File: src/rtl/i2cm_pkg.sv
// Package for the I2C master byte engine: command codes, result record and
// stream packing constants. No dependencies.
package i2cm_pkg;

    // Bus command codes, as carried in the operation field
    typedef enum logic [2:0] {
        CMD_IDLE      = 3'd0,
        CMD_START     = 3'd1,
        CMD_WRITE     = 3'd2,
        CMD_READ_ACK  = 3'd3,
        CMD_READ_NACK = 3'd4,
        CMD_STOP      = 3'd5
    } cmd_t;

    // One result item, the state after a tick
    typedef struct packed {
        logic       command_rejected;
        logic [7:0] read_data;
        logic       start_failed;
        logic       ack_received;
        logic       done_res;
        logic       busy_res;
        logic       sda_out;
        logic       scl_out;
    } res_t;

    localparam logic [15:0] PHASE_TICKS_RESET = 16'd1000;
    localparam logic [3:0]  BITS_PER_BYTE     = 4'd8;
    localparam int          IN_TDATA_W        = 16;
    localparam int          OUT_TDATA_W       = 16;
    localparam int          RES_W             = $bits(res_t);

endpackage

File: src/rtl/i2c_master_byte_engine_top.sv
// I2C master byte engine: one input transaction per bus tick, carrying a
// command and the sampled SDA level; one result transaction per tick giving
// the SCL/SDA drive levels and status. One input transaction is taken every
// cycle as long as results are drained; each result passes through the input
// register, then the sequencer update into the result register. Each bus
// half-phase lasts phase_ticks ticks (reset 1000, zero acts as one), written
// over the cfg port; the user must write it only while no command is running,
// which the block itself does not enforce. Depends on i2cm_pkg and i2cm_seq.
module i2c_master_byte_engine_top
    import i2cm_pkg::*;
#(
    parameter int TICK_COUNT_WIDTH = 16
)
(
    input  logic                   clk,
    input  logic                   rst_n,
    // tdata: operation[2:0], write_data[10:3], sda_in[11], zero pad
    input  logic                   s_tvalid,
    output logic                   s_tready,
    input  logic [IN_TDATA_W-1:0]  s_tdata,
    // tdata: scl_out, sda_out, busy_res, done_res, ack_received,
    // start_failed, read_data[13:6], command_rejected[14], zero pad
    output logic                   m_tvalid,
    input  logic                   m_tready,
    output logic [OUT_TDATA_W-1:0] m_tdata,
    // phase_ticks register write
    input  logic                   cfg_valid,
    output logic                   cfg_ready,
    input  logic [15:0]            cfg_data
);

    logic                  in_valid_reg;
    logic [IN_TDATA_W-1:0] in_data_reg;
    logic                  out_valid_reg;
    res_t                  out_reg;
    logic [15:0]           phase_ticks_reg;
    logic                  adv;
    res_t                  res;

    // Pipeline control
    assign adv       = in_valid_reg && (!out_valid_reg || m_tready);
    assign s_tready  = !in_valid_reg || adv;
    assign cfg_ready = 1'b1;

    // Configuration register
    always_ff @(posedge clk or negedge rst_n)
    begin
        if (!rst_n)
            phase_ticks_reg <= PHASE_TICKS_RESET;
        else if (cfg_valid)
            phase_ticks_reg <= cfg_data;
    end

    // Input register
    always_ff @(posedge clk or negedge rst_n)
    begin
        if (!rst_n)
            in_valid_reg <= 1'b0;
        else if (s_tready)
            in_valid_reg <= s_tvalid;
    end

    always_ff @(posedge clk)
    begin
        if (s_tready && s_tvalid)
            in_data_reg <= s_tdata;
    end

    // Sequencer
    i2cm_seq #(
        .TICK_COUNT_WIDTH (TICK_COUNT_WIDTH)
    ) u_seq (
        .clk         (clk),
        .rst_n       (rst_n),
        .step        (adv),
        .operation   (in_data_reg[2:0]),
        .write_data  (in_data_reg[10:3]),
        .sda_in      (in_data_reg[11]),
        .phase_ticks (phase_ticks_reg),
        .res         (res)
    );

    // Result register
    always_ff @(posedge clk or negedge rst_n)
    begin
        if (!rst_n)
            out_valid_reg <= 1'b0;
        else if (adv)
            out_valid_reg <= 1'b1;
        else if (m_tready)
            out_valid_reg <= 1'b0;
    end

    always_ff @(posedge clk)
    begin
        if (adv)
            out_reg <= res;
    end

    assign m_tvalid = out_valid_reg;
    assign m_tdata  = {{(OUT_TDATA_W - RES_W){1'b0}}, out_reg};

endmodule

File: src/rtl/i2cm_seq.sv
// Line sequencer of the I2C master byte engine: holds the bus state and
// advances it by one tick per step. Depends on i2cm_pkg.
module i2cm_seq
    import i2cm_pkg::*;
#(
    parameter int TICK_COUNT_WIDTH = 16
)
(
    input  logic        clk,
    input  logic        rst_n,
    input  logic        step,
    input  logic [2:0]  operation,
    input  logic [7:0]  write_data,
    input  logic        sda_in,
    input  logic [15:0] phase_ticks,
    output res_t        res
);

    localparam int TW = TICK_COUNT_WIDTH;
    localparam int LW = (TW > 16) ? TW : 16;

    // Bus state
    logic [TW-1:0] cnt_reg, cnt_next;
    logic [2:0]    phase_reg, phase_next;
    logic [3:0]    bit_reg, bit_next;
    logic [7:0]    shift_reg, shift_next;
    cmd_t          cmd_reg, cmd_next;
    logic          scl_reg, scl_next;
    logic          sda_reg, sda_next;
    logic          ack_reg, ack_next;
    logic          fail_reg, fail_next;
    logic [7:0]    last_reg, last_next;
    logic          done_c, rej_c;

    logic [LW-1:0] pt_ext, mask_ext, lim;

    // Line action on entering a phase; lines = {scl, sda}
    function automatic logic [1:0] enter_phase(cmd_t c, logic [2:0] p, logic msb,
                                               logic [1:0] lines);
        logic s_scl;
        logic s_sda;
        s_scl = lines[1];
        s_sda = lines[0];
        case (c)
            CMD_START:
            begin
                if (p == 3'd0)
                begin
                    s_scl = 1'b1;
                    s_sda = 1'b1;
                end
                else
                    s_sda = 1'b0;
            end
            CMD_WRITE:
            begin
                if (p == 3'd0 || p == 3'd3 || p == 3'd6)
                    s_scl = 1'b0;
                else if (p == 3'd1)
                    s_sda = msb;
                else if (p == 3'd2 || p == 3'd5)
                    s_scl = 1'b1;
                else if (p == 3'd4)
                    s_sda = 1'b1;
            end
            CMD_READ_ACK, CMD_READ_NACK:
            begin
                if (p == 3'd0 || p == 3'd2 || p == 3'd5)
                    s_scl = 1'b0;
                else if (p == 3'd1 || p == 3'd4)
                    s_scl = 1'b1;
                else if (p == 3'd3)
                    s_sda = (c == CMD_READ_ACK) ? 1'b0 : 1'b1;
            end
            CMD_STOP:
            begin
                if (p == 3'd0)
                    s_scl = 1'b0;
                else if (p == 3'd1)
                    s_sda = 1'b0;
                else if (p == 3'd2)
                    s_scl = 1'b1;
                else
                    s_sda = 1'b1;
            end
            default:
            begin
            end
        endcase
        return {s_scl, s_sda};
    endfunction

    // Phase length: zero acts as one, clipped to the counter range
    always_comb
    begin
        pt_ext   = (phase_ticks == 16'd0) ? LW'(1) : LW'(phase_ticks);
        mask_ext = LW'({TW{1'b1}});
        lim      = (pt_ext > mask_ext) ? mask_ext : pt_ext;
    end

    // One tick of the sequencer
    always_comb
    begin
        logic          is_cmd;
        logic          fin;
        logic [2:0]    nxt;
        logic [TW-1:0] cnt_inc;
        logic [1:0]    lines;

        cmd_next   = cmd_reg;
        phase_next = phase_reg;
        bit_next   = bit_reg;
        shift_next = shift_reg;
        scl_next   = scl_reg;
        sda_next   = sda_reg;
        ack_next   = ack_reg;
        fail_next  = fail_reg;
        last_next  = last_reg;
        cnt_next   = cnt_reg;
        rej_c      = 1'b0;
        done_c     = 1'b0;
        fin        = 1'b0;
        nxt        = 3'd0;
        cnt_inc    = '0;
        lines      = 2'b11;

        is_cmd = (operation >= CMD_START) && (operation <= CMD_STOP);

        // Command acceptance
        if (cmd_reg == CMD_IDLE)
        begin
            if (is_cmd)
            begin
                cmd_next   = cmd_t'(operation);
                phase_next = 3'd0;
                bit_next   = 4'd0;
                cnt_next   = '0;
                if (cmd_next == CMD_START)
                    fail_next = 1'b0;
                if (cmd_next == CMD_WRITE)
                begin
                    ack_next   = 1'b0;
                    shift_next = write_data;
                end
                if (cmd_next == CMD_READ_ACK || cmd_next == CMD_READ_NACK)
                begin
                    shift_next = 8'd0;
                    sda_next   = 1'b1;
                end
                lines    = enter_phase(cmd_next, 3'd0, shift_next[7], {scl_next, sda_next});
                scl_next = lines[1];
                sda_next = lines[0];
            end
        end
        else if (is_cmd)
            rej_c = 1'b1;

        // Phase timing and phase end
        if (cmd_next != CMD_IDLE)
        begin
            cnt_inc = cnt_next + TW'(1);
            if (LW'(cnt_inc) >= lim)
            begin
                cnt_next = '0;
                nxt      = phase_next + 3'd1;
                case (cmd_next)
                    CMD_START:
                    begin
                        if (phase_next == 3'd0 && !sda_in)
                        begin
                            fail_next = 1'b1;
                            fin       = 1'b1;
                        end
                        else if (phase_next == 3'd1 && sda_in)
                        begin
                            fail_next = 1'b1;
                            fin       = 1'b1;
                        end
                        else if (phase_next >= 3'd2)
                            fin = 1'b1;
                    end
                    CMD_WRITE:
                    begin
                        if (phase_next == 3'd2)
                        begin
                            shift_next = {shift_next[6:0], 1'b0};
                            bit_next   = bit_next + 4'd1;
                            nxt        = (bit_next < BITS_PER_BYTE) ? 3'd0 : 3'd3;
                        end
                        else if (phase_next == 3'd5)
                            ack_next = !sda_in;
                        else if (phase_next >= 3'd6)
                            fin = 1'b1;
                    end
                    CMD_READ_ACK, CMD_READ_NACK:
                    begin
                        if (phase_next == 3'd1)
                        begin
                            shift_next = {shift_next[6:0], sda_in};
                            bit_next   = bit_next + 4'd1;
                            if (bit_next < BITS_PER_BYTE)
                                nxt = 3'd0;
                            else
                            begin
                                last_next = shift_next;
                                nxt       = 3'd2;
                            end
                        end
                        else if (phase_next >= 3'd5)
                            fin = 1'b1;
                    end
                    CMD_STOP:
                    begin
                        if (phase_next >= 3'd3)
                            fin = 1'b1;
                    end
                    default:
                        fin = 1'b1;
                endcase

                if (fin)
                begin
                    cmd_next   = CMD_IDLE;
                    phase_next = 3'd0;
                    bit_next   = 4'd0;
                    done_c     = 1'b1;
                end
                else
                begin
                    phase_next = nxt;
                    lines      = enter_phase(cmd_next, phase_next, shift_next[7],
                                             {scl_next, sda_next});
                    scl_next   = lines[1];
                    sda_next   = lines[0];
                end
            end
            else
                cnt_next = cnt_inc;
        end
    end

    // Result of this tick
    always_comb
    begin
        res.scl_out          = scl_next;
        res.sda_out          = sda_next;
        res.busy_res         = (cmd_next != CMD_IDLE);
        res.done_res         = done_c;
        res.ack_received     = ack_next;
        res.start_failed     = fail_next;
        res.read_data        = last_next;
        res.command_rejected = rej_c;
    end

    // State registers
    always_ff @(posedge clk or negedge rst_n)
    begin
        if (!rst_n)
        begin
            cnt_reg   <= '0;
            phase_reg <= 3'd0;
            bit_reg   <= 4'd0;
            shift_reg <= 8'd0;
            cmd_reg   <= CMD_IDLE;
            scl_reg   <= 1'b1;
            sda_reg   <= 1'b1;
            ack_reg   <= 1'b0;
            fail_reg  <= 1'b0;
            last_reg  <= 8'd0;
        end
        else if (step)
        begin
            cnt_reg   <= cnt_next;
            phase_reg <= phase_next;
            bit_reg   <= bit_next;
            shift_reg <= shift_next;
            cmd_reg   <= cmd_next;
            scl_reg   <= scl_next;
            sda_reg   <= sda_next;
            ack_reg   <= ack_next;
            fail_reg  <= fail_next;
            last_reg  <= last_next;
        end
    end

endmodule

File: config.mk
export PLATFORM = sky130hd
export DESIGN_NAME = i2c_master_byte_engine_top
export DESIGN_NICKNAME = d
export VERILOG_FILES = /design/src/rtl/i2cm_pkg.sv /design/src/rtl/i2c_master_byte_engine_top.sv /design/src/rtl/i2cm_seq.sv
export SDC_FILE = /design/constraint.sdc
export NUM_CORES = 1
export LEC_CHECK = 0
export BUFFER_PORTS_ARGS = -buffer_cell sky130_fd_sc_hd__buf_4
export CORE_ASPECT_RATIO = 1.2
export CORE_MARGIN = 5
export CORE_UTILIZATION = 55
export CTS_CLUSTER_DIAMETER = 100
export CTS_CLUSTER_SIZE = 30
export DETAILED_ROUTE_END_ITERATION = 10
export PLACE_DENSITY = 0.75
export SLEW_MARGIN = 20
export SYNTH_ARGS = -nofsm -noshare
export SYNTH_HDL_FRONTEND = slang
export SYNTH_HIERARCHICAL = 1
export SYNTH_SLANG_ARGS = --single-unit
File: constraint.sdc
create_clock -name clk -period 6.7 [get_ports clk]
set_clock_uncertainty 0.1 [all_clocks]
set_input_delay 1.675 -clock clk [delete_from_list [all_inputs] [get_ports clk]]
set_output_delay 1.675 -clock clk [all_outputs]
set_load 0.05 [all_outputs]
==> flow_summary.yaml <==
status:
  outcome: "finished clean"
layout:
  drive_gt1_share_pct: 20.58
  area_growth_pct: 12.38
  nNetsFinal: 641
  antenna_cells: 0
  stdcell_area_um2: 6180
  nFillCells: 821
  layout_common_cells: "56 x dfrtp_1, 56 x buf_4, 49 x nand2_1, 48 x nor2_1, 33 x o21ai_0"
clock_network:
  cts_buffers: 9
  cts.sinks: 91
  post_cts_buffers: 0
  cts_hold_buf: 0
  cts_tree: "done"
  cts.path.max_buffers: 2
  clock_latency_ns: 0.35
  cts_max_level: 3
  ctsResizeCount: 0
  clk_pin_slew_worst_paths_ns: 0.06
  cts_root_buf: "clkbuf_16"
floorplan:
  rows: 40
  die_h_um: 119.5
  dieArea_um2: 12110
  core_area_um2: 9910
  dieWidth_um: 101.3
  pin_count: 56
  initial_core_util_pct: 55.49
synth:
  yosysSeqAreaShare_pct: 44.05
  synth_top_area_share_pct: 25.48
  ys.flop_type: "dfrtp_1"
  synthTopCellsByArea: "dfrtp_1 25%, edfxtp_1 15%, ha_1 4.8%, mux2_2 3.9%, dfstp_2 3.8%"
  yosys_warnings: 6
  syn_nets: 609
  synth_cell_type_count: 72
  synthCells: 551
  async_flop_share_pct: 70.33
  ys_seq_elements: 91
  yosys.area.top_type: "dfrtp_1"
  synth.avg_cell_area_um2: 9.980
  synth_enable_flop_cells: 27
  syn_area_um2: 5499
sta:
  min_period_over_period_pct: 86.08
  slew_headroom_pct: 44.71
  min_period_ns: 5.768
  tns_ns: 0
  rsz0062_at_grt: "false"
  final-max-slew-violation-count: 0
  maxClockFrequency_mhz: 173.4
  finalSetupViolations: 0
  finalHoldViolations: 0
  worst_pin_slew_ns: 0.8293
global_route:
  grt_overflow: 0
  grt_max_degree: 65
  grt_pass1_vias: 4394
  grt_pass1_wl_mm: 21.07
  antenna_found_initial: 0
  grt_util_all_layers_pct: 22.06
pwr:
  p_clk_share_pct: 26.6
  p_comb_share_pct: 33.2
  power.density_nw_per_um2: 309.3
  power_mw: 1.911
  sequentialPowerShare_pct: 40.2
  leakagePower_nw: 2.677
  p_int_mw: 1.212
  p_sw_mw: 0.6989
  vdd_ir_drop_max_mv: 0.2031
  switching_share_pct: 36.57
place:
  dp_hpwl_mm: 9.237
  dpl_cell_area_um2: 5879
  place.port_buffers: 49
  gp_congestion: 0.9226
detailed_routing:
  ant_nets: 0
  routed_wl_mm: 12.94
  dr.pass1.iters: 5
  avgViaCountPerCell: 6.178
  drt_iter0_drc: 262
  vias: 4411
  drc_errors: 0
  wl_per_cell_um: 18.12
setup_path:
  required_ns: 6.83
  crit_type: "reg2reg"
  cp_max_fo: 15
  endpoint_kind: "flop"
  start_kind: "flop"
  arrival_ns: 5.90
worst_hold_path:
  min_path_type: "reg2reg"
job:
  maxCapViolCount: 0
cells in the mapped netlist (3+ instances only):
library cell	instances
nor3b_1	3
edfxtp_1	27
nand3_1	19
dfrtp_1	56
a21oi_1	20
nor2_1	48
o31ai_1	4
a211oi_1	5
buf_4	9
and3_1	4
inv_1	25
mux2_4	10
and2_1	8
ha_1	21
nand2_1	49
clkbuf_1	15
mux2i_1	7
nor4b_1	3
dfstp_2	8
nand2b_1	7
nand4_1	3
a31oi_1	13
nor3_1	11
nor4_1	5
a22o_1	22
mux2_2	19
xnor2_1	4
a22oi_1	10
a21o_1	6
o21ai_0	33
o21a_1	3
or3_1	5
xor2_1	10
o211ai_1	3
buf_2	7
metrics by stage:
step / std cells / setup WS, ns / utilization, % / hold WS (ns)
after floorplan: 551 / 1.385 / - / 0.3490
after global placement: 698 / 1.131 / 59.33 / 0.3614
after detailed placement: 698 / 1.028 / 59.33 / 0.3715
after CTS: 714 / 0.9844 / 62.36 / 0.3865
after global routing: 714 / 0.4281 / 62.36 / 0.4154
final: 714 / 0.9323 / 62.36 / 0.3850
cells by family (layout without fill, tap and decap cells):
logic type	Yosys count	in the layout	synth area share, %
xor gates and xnor gates	14	14	2.230
adders and majority gates	21	21	4.778
AOI/OAI and AO/OA	148	148	19.11
DFF	91	91	44.05
buffers and inverters	61	98	5.369
muxes	36	36	7.895
other	2	2	0.1366
and+or+nand+nor	178	178	16.43
critical path, stage by stage, from the launching register on:
cell	delay, ns
edfxtp_1	0.54
inv_1	0.17
ha_1	0.36
inv_1	0.15
o21ai_1	0.29
and2_1	0.23
ha_1	0.26
nand3_1	0.16
or3_1	0.43
nor2_1	0.27
nand4_1	0.15
xor2_1	0.16
nor2_1	0.08
ha_1	0.31
nand2_1	0.05
nor2_1	0.14
o211ai_1	0.10
o21ai_0	0.16
buf_4	0.22
and4b_1	0.55
nand2_1	0.39
mux2_2	0.38
power groups by stage:
stage / Sequential, mW / Combinational [mW] / Clock [mW]
6_report: 0.768 / 0.634 / 0.509
5_1_grt: 0.777 / 0.698 / 0.546
4_1_cts: 0.764 / 0.630 / 0.520
3_5_place_dp: 0.774 / 0.623 / 0
3_3_place_gp: 0.770 / 0.609 / 0
2_1_floorplan: 0.760 / 0.478 / 0
final cells by class:
type	instances	area [um^2]	share of cell area [%]
Clock buffer	9	225.2	3.644
Clock inverter	7	75.07	1.215
Inverter	26	97.59	1.579
Multi-Input combinational cell	399	2781	45.01
Sequential cell	91	2422	39.20
Tap cell	126	157.7	2.551
Timing Repair Buffer	56	420.4	6.803
final timing paths:
| check | startpoint | to | slack [ns] | cells after the start |
|---|---|---|---|---|
| setup / recovery | in_data_reg[1]$_DFFE_PP_ | u_seq/last_reg[0]$_DFFE_PN0P_ | 0.93 | 21 |
| hold / removal | u_seq/last_reg[4]$_DFFE_PN0P_ | u_seq/last_reg[4]$_DFFE_PN0P_ | 0.38 | 2 |
| setup reg to reg | in_data_reg[1]$_DFFE_PP_ | u_seq/last_reg[0]$_DFFE_PN0P_ | 0.93 | 21 |
| hold reg to reg | u_seq/last_reg[4]$_DFFE_PN0P_ | u_seq/last_reg[4]$_DFFE_PN0P_ | 0.38 | 2 |
| max in group asynchronous | rst_n | u_seq/last_reg[1]$_DFFE_PN0P_ | 4.63 | 1 |
| min in group asynchronous | rst_n | u_seq/phase_reg[2]$_DFFE_PN0P_ | 1.32 | 1 |
layer usage:
metal / global-route usage, % / share of wire [%] / routed length (um) / vias to the layer above
li1: - / - / - / 2104
met1: 26.79 / 40 / 5204 / 2119
met2: 38.50 / 52 / 6724 / 156
met3: 3.605 / 4.8 / 615 / 32
met4: 8.728 / 3.0 / 394 / 0
met5: 0 / 0 / 0 / -
(Power assumes the default switching activity.)
